## config.mk

```make
export PLATFORM = sky130hd
export DESIGN_NAME = bitmap_id_allocator_next_fit_core
export DESIGN_NICKNAME = d
export VERILOG_FILES = /design/src/design/bidalloc_pkg.sv /design/src/design/bitmap_id_allocator_next_fit_core.sv /design/src/design/bidalloc_ram.sv
export SDC_FILE = /design/constraint.sdc
export NUM_CORES = 1
export LEC_CHECK = 0
export ABC_AREA = 1
export BUFFER_PORTS_ARGS = -buffer_cell sky130_fd_sc_hd__clkbuf_2
export CAP_MARGIN = 20
export CORE_MARGIN = 1
export CORE_UTILIZATION = 62
export DETAILED_ROUTE_END_ITERATION = 8
export PLACE_DENSITY = 0.78
export SYNTH_ARGS = -nofsm -noshare
export SYNTH_HDL_FRONTEND = slang
export SYNTH_SLANG_ARGS = --single-unit
```

## constraint.sdc

```tcl
create_clock -name clk -period 9.3 [get_ports clk]
set_input_delay 1.395 -clock clk [delete_from_list [all_inputs] [get_ports clk]]
set_output_delay 1.395 -clock clk [all_outputs]
set_load 0.02 [all_outputs]
```

## src/design/bidalloc_pkg.sv

```systemverilog
`timescale 1ns / 1ps

package bidalloc_pkg;

    localparam int ID_W     = 6;
    localparam int POOL_W   = 3;
    localparam int STATUS_W = 2;

    localparam logic KIND_ALLOC = 1'b0;
    localparam logic KIND_FREE  = 1'b1;

    localparam logic [STATUS_W-1:0] STATUS_OK      = 2'd0;
    localparam logic [STATUS_W-1:0] STATUS_FULL    = 2'd1;
    localparam logic [STATUS_W-1:0] STATUS_INVALID = 2'd2;

    typedef enum logic [1:0] {
        ST_IDLE,
        ST_READ,
        ST_UPDATE
    } st_t;

endpackage

```

## src/design/bitmap_id_allocator_next_fit_core.sv

```systemverilog
`timescale 1ns / 1ps

// Next-fit ID allocator over POOLS pools of IDS IDs. A transaction is taken when start is high
// and busy is low; busy then stays high while the pool's bitmap and last-granted pointer are
// read from the state RAM, searched for the first clear bit at or after the pointer (wrapping
// to bit 0), and written back when an ID is granted or freed. The result appears on status and
// granted with done high for exactly one cycle, in the first cycle that busy is low, and a new
// transaction can be started in that cycle. The receiver cannot stall: sample the result
// whenever done is high. The RAM makes a single read-modify-write pass per transaction.
module bitmap_id_allocator_next_fit_core
    import bidalloc_pkg::*;
#(
    parameter int POOLS = 4,
    parameter int IDS   = 64
) (
    input  logic                clk,
    input  logic                rst_n,
    input  logic                start,
    output logic                busy,
    input  logic                kind,
    input  logic [POOL_W-1:0]   pool,
    input  logic [ID_W-1:0]     index,
    output logic                done,
    output logic [STATUS_W-1:0] status,
    output logic [ID_W-1:0]     granted
);

    localparam int AW     = (POOLS > 1) ? $clog2(POOLS) : 1;
    localparam int PDEPTH = 2 ** AW;
    localparam int MEM_W  = IDS + ID_W;

    st_t st_reg;
    st_t st_next;

    logic                kind_reg;
    logic [POOL_W-1:0]   pool_reg;
    logic [ID_W-1:0]     index_reg;
    logic [PDEPTH-1:0]   valid_reg;
    logic [IDS-1:0]      map_reg;
    logic [ID_W-1:0]     ptr_reg;
    logic                hit_reg;
    logic [ID_W-1:0]     found_reg;
    logic                done_reg;
    logic [STATUS_W-1:0] status_reg;
    logic [ID_W-1:0]     granted_reg;

    logic                accept;
    logic                pool_ok;
    logic                index_ok;
    logic [MEM_W-1:0]    rdata;
    logic [IDS-1:0]      cur_map;
    logic [ID_W-1:0]     cur_ptr;
    logic                hit_hi;
    logic                hit_lo;
    logic [ID_W-1:0]     found_hi;
    logic [ID_W-1:0]     found_lo;
    logic                ram_re;
    logic                ram_we;
    logic [MEM_W-1:0]    ram_wdata;
    logic [IDS-1:0]      new_map;
    logic [ID_W-1:0]     new_ptr;
    logic                found_used;
    logic [STATUS_W-1:0] status_next;
    logic [ID_W-1:0]     granted_next;

    assign accept   = start && (st_reg == ST_IDLE);
    assign pool_ok  = ({1'b0, pool_reg} < 4'(POOLS));
    assign index_ok = ({1'b0, index_reg} < 7'(IDS));

    bidalloc_ram #(
        .WIDTH (MEM_W),
        .DEPTH (PDEPTH)
    ) u_state_ram (
        .clk   (clk),
        .we    (ram_we),
        .waddr (pool_reg[AW-1:0]),
        .wdata (ram_wdata),
        .re    (ram_re),
        .raddr (pool[AW-1:0]),
        .rdata (rdata)
    );

    // Entries never written read as free map, pointer zero
    always_comb
    begin
        if (valid_reg[pool_reg[AW-1:0]])
        begin
            cur_map = rdata[IDS-1:0];
            cur_ptr = rdata[MEM_W-1:IDS];
        end
        else
        begin
            cur_map = '0;
            cur_ptr = '0;
        end
    end

    always_comb
    begin
        hit_hi   = 1'b0;
        hit_lo   = 1'b0;
        found_hi = '0;
        found_lo = '0;
        for (int b = IDS - 1; b >= 0; b--)
        begin
            if (!cur_map[b])
            begin
                hit_lo   = 1'b1;
                found_lo = ID_W'(b);
                if (ID_W'(b) >= cur_ptr)
                begin
                    hit_hi   = 1'b1;
                    found_hi = ID_W'(b);
                end
            end
        end
    end

    always_comb
    begin
        st_next = st_reg;
        case (st_reg)
            ST_IDLE:
            begin
                if (start)
                begin
                    st_next = ST_READ;
                end
            end
            ST_READ:   st_next = ST_UPDATE;
            ST_UPDATE: st_next = ST_IDLE;
            default:   st_next = ST_IDLE;
        endcase
    end

    always_comb
    begin
        ram_re       = accept;
        new_map      = map_reg;
        new_ptr      = ptr_reg;
        ram_we       = 1'b0;
        status_next  = STATUS_OK;
        granted_next = '0;
        if (kind_reg == KIND_ALLOC)
        begin
            new_map = map_reg | (IDS'(1) << found_reg);
            new_ptr = found_reg;
        end
        else if (index_ok)
        begin
            new_map = map_reg & ~(IDS'(1) << index_reg);
        end
        if (!pool_ok)
        begin
            status_next = STATUS_INVALID;
        end
        else if (kind_reg == KIND_ALLOC)
        begin
            if (hit_reg)
            begin
                granted_next = found_reg;
            end
            else
            begin
                status_next = STATUS_FULL;
            end
        end
        if (st_reg == ST_UPDATE && pool_ok)
        begin
            ram_we = (kind_reg == KIND_ALLOC) ? hit_reg : index_ok;
        end
        ram_wdata = {new_ptr, new_map};
    end

    assign found_used = |(map_reg & (IDS'(1) << found_reg));

    always_ff @(posedge clk or negedge rst_n)
    begin
        if (!rst_n)
        begin
            st_reg    <= ST_IDLE;
            valid_reg <= '0;
            done_reg  <= 1'b0;
        end
        else
        begin
            st_reg   <= st_next;
            done_reg <= (st_reg == ST_UPDATE);
            if (ram_we)
            begin
                valid_reg[pool_reg[AW-1:0]] <= 1'b1;
            end
        end
    end

    always_ff @(posedge clk)
    begin
        if (accept)
        begin
            kind_reg  <= kind;
            pool_reg  <= pool;
            index_reg <= index;
        end
        if (st_reg == ST_READ)
        begin
            map_reg   <= cur_map;
            ptr_reg   <= cur_ptr;
            hit_reg   <= hit_hi || hit_lo;
            found_reg <= hit_hi ? found_hi : found_lo;
        end
        if (st_reg == ST_UPDATE)
        begin
            status_reg  <= status_next;
            granted_reg <= granted_next;
        end
    end

    assign busy    = (st_reg != ST_IDLE);
    assign done    = done_reg;
    assign status  = status_reg;
    assign granted = granted_reg;

    a_done_after_update: assert property (@(posedge clk) disable iff (!rst_n)
        done |-> $past(st_reg == ST_UPDATE))
        else $error("result strobe without a completed transaction");

    a_write_valid_pool: assert property (@(posedge clk) disable iff (!rst_n)
        ram_we |-> (pool_ok && st_reg == ST_UPDATE))
        else $error("state write outside update or to an invalid pool");

    a_grant_was_free: assert property (@(posedge clk) disable iff (!rst_n)
        (st_reg == ST_UPDATE && kind_reg == KIND_ALLOC && hit_reg) |-> !found_used)
        else $error("granted an ID that is already in use");

    a_accept_goes_busy: assert property (@(posedge clk) disable iff (!rst_n)
        (start && !busy) |=> (busy && !done))
        else $error("accepted transaction did not raise busy");

endmodule

```

## src/design/bidalloc_ram.sv

```systemverilog
`timescale 1ns / 1ps

module bidalloc_ram #(
    parameter int WIDTH = 8,
    parameter int DEPTH = 2
) (
    input  logic                                    clk,
    input  logic                                    we,
    input  logic [((DEPTH > 1) ? $clog2(DEPTH) : 1)-1:0] waddr,
    input  logic [WIDTH-1:0]                        wdata,
    input  logic                                    re,
    input  logic [((DEPTH > 1) ? $clog2(DEPTH) : 1)-1:0] raddr,
    output logic [WIDTH-1:0]                        rdata
);

    logic [WIDTH-1:0] mem [DEPTH];
    logic [WIDTH-1:0] rdata_reg;

    always_ff @(posedge clk)
    begin
        if (we)
        begin
            mem[waddr] <= wdata;
        end
        if (re)
        begin
            rdata_reg <= mem[raddr];
        end
    end

    assign rdata = rdata_reg;

endmodule
```

# Yosys cells after proc, flatten, opt, wreduce, memory -nomap -nowiden
# Memories as Yosys holds them, arrays and structs flattened. A register that Yosys moved wholly into a read port is not among the register bits.
# Index checks and enable logic that the tools add are counted.
[totals]
in_bits = 13
output_inout_bits = 10
mem_bits_ro = 0
latch_bits = 0
regBits = 102
memories = 1
mem_bits_rw = 280
[memory_table]
columns = ["name", "depth", "word_bits", "rd", "rd_ports_with_merged_regs", "wr", "line_no", "text"]
rows = [
  ["u_state_ram.mem", 4, 70, 1, 1, 1, "bidalloc_ram.sv:16", "logic [WIDTH-1:0] mem [DEPTH];"],
]
[op_classes]
eq_ne = 3
n_shift = 2
addsub = 0
bitwise_logic = 6
muxes = 400
multipliers = 0
reduce_logical = 8
div_mod_pow = 0
order_cmp = 67
[op_table]
columns = ["op", "n"]
rows = [
  ["two-way mux 6 bit", 195],
  ["two-way mux 1 bit", 199],
  ["greater-or-equal comparator 6 bit (first input constant)", 32],
  ["two-way mux 64 bit", 2],
  ["left shift 1 x 6 -> 64 bit (first input constant)", 2],
  ["greater-or-equal comparator 5 x 6 -> 1 bit (first input constant)", 16],
  ["AND 64 bit", 1],
  ["inverter 64 bit", 1],
  ["OR 64 bit", 1],
  ["greater-or-equal comparator 4 x 6 -> 1 bit (first input constant)", 8],
  ["greater-or-equal comparator 3 x 6 -> 1 bit (first input constant)", 4],
  ["greater-or-equal comparator 1 x 6 -> 1 bit (first input constant)", 2],
  ["greater-or-equal comparator 2 x 6 -> 1 bit (first input constant)", 2],
  ["OR 4 bit", 1],
  ["case mux 2 bit (2 select lines)", 1],
  ["logical AND 1 bit", 3],
  ["less-than comparator 2 x 3 -> 1 bit (second input constant)", 1],
  ["less-than comparator 3 bit (second input constant)", 1],
  ["OR reduction 3 bit", 1],
  ["binary-select mux 1 bit (select 2 bit)", 1],
  ["demux 1 bit (select 2 bit)", 1],
  ["equality test 2 x 1 -> 1 bit (second input constant)", 1],
  ["equality test 2 bit (second input constant)", 1],
  ["greater-or-equal comparator 2 x 1 -> 1 bit (second input constant)", 1],
  ["other kinds (7)", 8],
]

# Logic depth before layout (Yosys ltp)
[logic_depth]
word_depth = 133
ltp_mapped = 73

# Hierarchy
# Synthesis repeated with hierarchy kept, for this count alone.
[hier_totals]
hier_cells = 2306
area_unflattened_um2 = 21504.4
[by_module_without_submodules]
columns = ["mod", "cells_each", "area_per_inst_um2", "instances"]
rows = [
  ["bidalloc_ram", 1175, 13915.8, 1],
  ["bitmap_id_allocator_next_fit_core", 1131, 7588.5, 1],
]

# Least setup slack after synthesis
# Ideal clock, no wire load.
[synth_path]
path_type = "flip-flop to flip-flop"
startpoint = "register st_reg[1]"
endpoint = "register valid_reg[2]"
required_time_ns = 9.205
path_stages_with_launch = 6
setup_slack_ns = 2.812
n_path_buf = 0
arrival_time_ns = 6.393
cell_sequence = "dfrtp_1 inv_1 nor2_1 nand3_1 nor3_1 or2_2"
[synth_between]
elab_chain_len = 3
[synth_rtl]
columns = ["item", "line_no", "text"]
rows = [
  ["from (decl)", "bitmap_id_allocator_next_fit_core.sv:32", "st_t st_reg;"],
  ["from (signal assigned)", "bitmap_id_allocator_next_fit_core.sv:187", "st_reg <= st_next;"],
  ["equality test 2 bit", "bitmap_id_allocator_next_fit_core.sv:168", "if (st_reg == ST_UPDATE && pool_ok)"],
  ["logical AND 1 bit", "bitmap_id_allocator_next_fit_core.sv:168", ""],
  ["two-way mux 1 bit", "bitmap_id_allocator_next_fit_core.sv:168", ""],
  ["to (signal assigned)", "bitmap_id_allocator_next_fit_core.sv:182", "valid_reg <= '0;"],
  ["to (signal, indexed assignment)", "bitmap_id_allocator_next_fit_core.sv:191", "valid_reg[pool_reg[AW-1:0]] <= 1'b1;"],
  ["to (decl)", "bitmap_id_allocator_next_fit_core.sv:38", "logic [PDEPTH-1:0] valid_reg;"],
]
# No other way between the ends.
# A chain may end at the register's enable or synchronous reset.

# Final worst setup path
[layout_path]
startpoint = "register pool_reg[0]"
endpoint = "register found_reg[0], data pin"
[layout_between]
elab_chain_len = 133
[layout_rtl]
columns = ["item", "line_no", "text"]
rows = [
  ["from (decl)", "bitmap_id_allocator_next_fit_core.sv:36", "logic [POOL_W-1:0] pool_reg;"],
  ["from (signal assigned)", "bitmap_id_allocator_next_fit_core.sv:201", "pool_reg <= pool;"],
  ["binary-select mux 1 bit (select 2 bit) (*)", "bitmap_id_allocator_next_fit_core.sv:86", "if (valid_reg[pool_reg[AW-1:0]])"],
  ["two-way mux 1 bit (implied by the code) (*)", "bitmap_id_allocator_next_fit_core.sv:86", ""],
  ["two-way mux 6 bit (*)", "bitmap_id_allocator_next_fit_core.sv:86", ""],
  ["net cur_ptr[3]", "bitmap_id_allocator_next_fit_core.sv:52", "logic [ID_W-1:0] cur_ptr;"],
  ["greater-or-equal comparator 6 bit", "bitmap_id_allocator_next_fit_core.sv:110", "if (ID_W'(b) >= cur_ptr)"],
  ["two-way mux 6 bit / two-way mux 1 bit (equally long branches)", "bitmap_id_allocator_next_fit_core.sv:110", ""],
  ["two-way mux 6 bit / two-way mux 1 bit (equally long branches)", "bitmap_id_allocator_next_fit_core.sv:106", "if (!cur_map[b])"],
  ["two-way mux 6 bit / two-way mux 1 bit (equally long branches)", "bitmap_id_allocator_next_fit_core.sv:110", ""],
  ["[118 not listed]", "-", ""],
  ["two-way mux 6 bit / two-way mux 1 bit (equally long branches)", "bitmap_id_allocator_next_fit_core.sv:106", ""],
  ["two-way mux 6 bit / two-way mux 1 bit (equally long branches)", "bitmap_id_allocator_next_fit_core.sv:110", ""],
  ["two-way mux 6 bit / two-way mux 1 bit (equally long branches)", "bitmap_id_allocator_next_fit_core.sv:106", ""],
  ["two-way mux 6 bit / two-way mux 1 bit (equally long branches)", "bitmap_id_allocator_next_fit_core.sv:110", ""],
  ["two-way mux 6 bit / two-way mux 1 bit (equally long branches)", "bitmap_id_allocator_next_fit_core.sv:106", ""],
  ["two-way mux 6 bit / two-way mux 1 bit (equally long branches)", "bitmap_id_allocator_next_fit_core.sv:110", ""],
  ["two-way mux 6 bit / two-way mux 1 bit (equally long branches)", "bitmap_id_allocator_next_fit_core.sv:106", ""],
  ["two-way mux 6 bit (*)", "bitmap_id_allocator_next_fit_core.sv:209", "found_reg <= hit_hi ? found_hi : found_lo;"],
  ["to (signal assigned)", "bitmap_id_allocator_next_fit_core.sv:209", ""],
  ["to (decl)", "bitmap_id_allocator_next_fit_core.sv:42", "logic [ID_W-1:0] found_reg;"],
]
# The timed path passes the listed nets; every way through them passes the cells marked *. The select of a mux whose other input is x is not followed.

==> flow_summary_export.csv <==
group,metric,value,unit
cts,cts-root-buf,"clkbuf_16",
route,num_vias,14900,
synth,synth-edff-count,445,
worst_setup_path,critical_path_class,"flip-flop to flip-flop",
cts,clock_latency,0.57,ns
synth,synth_top_flop_cell,"edfxtp_1",
worst_setup_path,critPathMostFrequentCell,"nand2_1",
route,drtPass1Iterations,9,
synth,synth_area,0.0199,mm2
worst_setup_path,cp.arrival,6.14,ns
hold_path,hold_depth,1,
worst_setup_path,end_kind,"flip-flop",
hold_path,min_path_type,"flip-flop to flip-flop",
cts,numCtsBuffers,44,
die,coreArea,0.0316,mm2
timing,finalHoldViolations,0,
cts,cts-htree-levels,2,
global_route,grt.total_usage,36.0,%
worst_setup_path,required,9.63,ns
cts,post_cts_resized,0,
route,vias_per_cell,6.40,
finish,fin_area,0.0219,mm2
route,routed_wl,58.0,mm
timing,whs,0.476,ns
finish,fin_cells,2334,
timing,finalSetupViolCount,0,
route,drt_first_iter_violations,1941,
finish,area_growth,10.2,%
power,irDropWorstVdd,0.218,mV
die,die_h,181,um
cts,cts.clk_slew.worst_paths,0.08,ns
synth,syn_nets,1897,
synth,synth-seq-cells,452,
route,drc_errors,0,
timing,period_minus_slack,5.81,ns
worst_setup_path,reg2reg_from,"pool_reg[0]",
finish,nets,1909,
worst_setup_path,cp_num_buf_inv,4,
synth,syn_inst,1884,
timing,slew-limit-headroom,24.8,%
synth,synth_seq_area_share,68.0,%
global_route,grt.overflow.total,0,
placement,dpl.cell_count,2252,
finish,final_util,69.5,%
timing,tightest_slew,1.13,ns
placement,dp_hpwl,38.9,mm
synth,synth_cell_types,36,
timing,worst_slack,3.49,ns
worst_setup_path,slowest_stage,"edfxtp_1",
synth,ys_warn_count,0,
placement,place_ws,3.68,ns
finish,fill_cells,2268,
global_route,grt_pass1_vias,14100,
cts,ctsLongestPathBuffers,3,
cts,ctsHoldBuffers,0,
worst_setup_path,crit_fanout,53,
run_status,status,"finished clean",
synth,syn_avg_cell_area,10.6,um2
die,dieWidth,181,um
finish,largest_reg_flops,280,
route,wl_per_cell,24.9,um
cts,numClockSinks,452,
power,p_leak,7.85,nW
power,p_total,5.13,mW
timing,slew_viol_final,0,
hold_path,min_from,"valid_reg[1]",
timing,period_share,62.5,%
die,core.rowCount,65,
die,die_area,0.0328,mm2
worst_setup_path,crit_family,"simple AND/OR/NAND/NOR gates",
timing,rsz0062_at_grt,"false",
synth,async_flop_share,1.55,%
global_route,grt_pass1_wl,86.6,mm
cts,cts_setup_buffers,0,
placement,gp_congestion,1.09,
finish,drive_gt1_share,7.92,%
timing,finalSetupTns,0,ns
worst_setup_path,reg2reg_depth,70,
die,num_io_pins,23,
worst_setup_path,max_stage_delay,0.48,ns
run,maxCapViolCount,0,
power,pwr_density_cell,234,mW/mm2
route,ant_nets,0,
placement,place_area,0.0205,mm2
worst_setup_path,ff2ff_setup_slack,3.49,ns
worst_setup_path,reg2reg_to,"found_reg[0]",
global_route,grt_max_degree,76,
placement,portBuffers,22,
timing,finClkSkew,0.0214,ns
hold_path,min_to,"valid_reg[1]",
die,initial_core_util,63.1,%
worst_setup_path,worst_setup_path_start_kind,"flip-flop",
global_route,antenna_found_initial,2,
cts,tritoncts,"built",
timing,max_freq,0.172,GHz
## area by class of cell
cell class	count	area (um2)	share of cell area, %
clock buffer	55	1160	5.30
sequential	452	13500	61.7
multi-input combinational	1204	5560	25.3
timing repair buffer	50	323	1.47
antenna	1	2.50	0.0114
tap	402	503	2.29
inverter	144	546	2.49
clock inverter	26	305	1.39
## placed cells by master (no fill, tap or decap), types with 2 or more instances in the layout
master,count
a21oi_1,10
a211oi_1,2
nor2_1,338
clkbuf_2,21
nand2_1,300
a31oi_1,10
nor3_1,21
o22ai_1,71
clkbuf_1,10
bufinv_16,7
clkinv_2,8
o211ai_1,5
dfrtp_1,7
edfxtp_1,445
nand3_4,2
clkinv_1,8
nor2_2,3
nand2_2,6
nor4_1,2
o21ai_0,323
o221ai_1,2
o31ai_1,4
a21boi_0,9
inv_2,5
nand4_1,19
o21ai_1,3
inv_6,2
nand3_1,48
nor3_2,5
o21ai_2,2
clkbuf_16,45
inv_4,2
nor2_4,5
or2_2,8
buf_4,29
inv_1,137
## synthesized netlist by cell type (2+ instances only)
library cell | number | area, um2
nor3_1 | 26 | 130
or2_2 | 8 | 50.1
o21ai_0 | 323 | 1620
nor2_4 | 3 | 33.8
a211oi_1 | 2 | 15.0
a21boi_0 | 9 | 67.6
clkbuf_1 | 77 | 289
o21ai_1 | 3 | 15.0
buf_1 | 6 | 22.5
a31oi_1 | 10 | 62.6
edfxtp_1 | 445 | 13400
nor2_2 | 3 | 18.8
o211ai_1 | 5 | 37.5
o21ai_2 | 2 | 17.5
inv_1 | 139 | 522
o31ai_1 | 4 | 30.0
nor4_1 | 2 | 12.5
nand2_2 | 6 | 37.5
dfrtp_1 | 7 | 175
o221ai_1 | 2 | 17.5
a21oi_1 | 10 | 50.1
nand2_1 | 300 | 1130
o22ai_1 | 71 | 444
nor2_1 | 340 | 1280
inv_2 | 4 | 15.0
nand4_1 | 19 | 119
nand3_4 | 2 | 35.0
nand3_1 | 48 | 240
## report_power, final
group	total [mW]	internal (mW)	switching, mW
logic	0.805	0.185	0.620
clock network	1.84	1.08	0.757
registers	2.48	2.42	0.0670
total	5.13	3.69	1.44
## logic make-up (layout without fill, tap and decap cells)
group	Yosys count	count (layout)	synth area share (%)
buf+inv	228	275	4.32
compound gates	445	445	12.1
flops	452	452	68.0
simple gates	759	759	15.6
other cells	0	1	0
## worst register-to-register path, delay by kind of cell, from the launching register on
kind	cells	cell delay [ns]
and+or+nand+nor	65	4.30
buffers and inverters	4	0.68
DFF	1	0.48
AOI/OAI and AO/OA	1	0.12
## how the worst max path moves through the flow
stage	end	slack [ns]	start	cells after the start
final	found_reg[0]	3.49	pool_reg[0]	70
after global placement	found_reg[0]	3.75	pool_reg[0]	65
after global routing	found_reg[0]	2.93	pool_reg[0]	70
after floorplan	valid_reg[2]	2.81	st_reg[1]	5
after detailed placement	found_reg[0]	3.68	pool_reg[0]	65
after CTS	found_reg[0]	3.67	pool_reg[0]	65
## metal layers
metal / track usage [%] / up-vias / wire length [um] / part of all wire, %
met1: 49.8 / 7200 / 22900 / 39
li1: - / 6644 / - / -
met4: 14.4 / 0 / 2450 / 4.2
met3: 5.97 / 160 / 5700 / 9.8
met2: 57.3 / 927 / 27000 / 47
met5: 0 / - / 0 / 0
(Power assumes the default switching activity.)
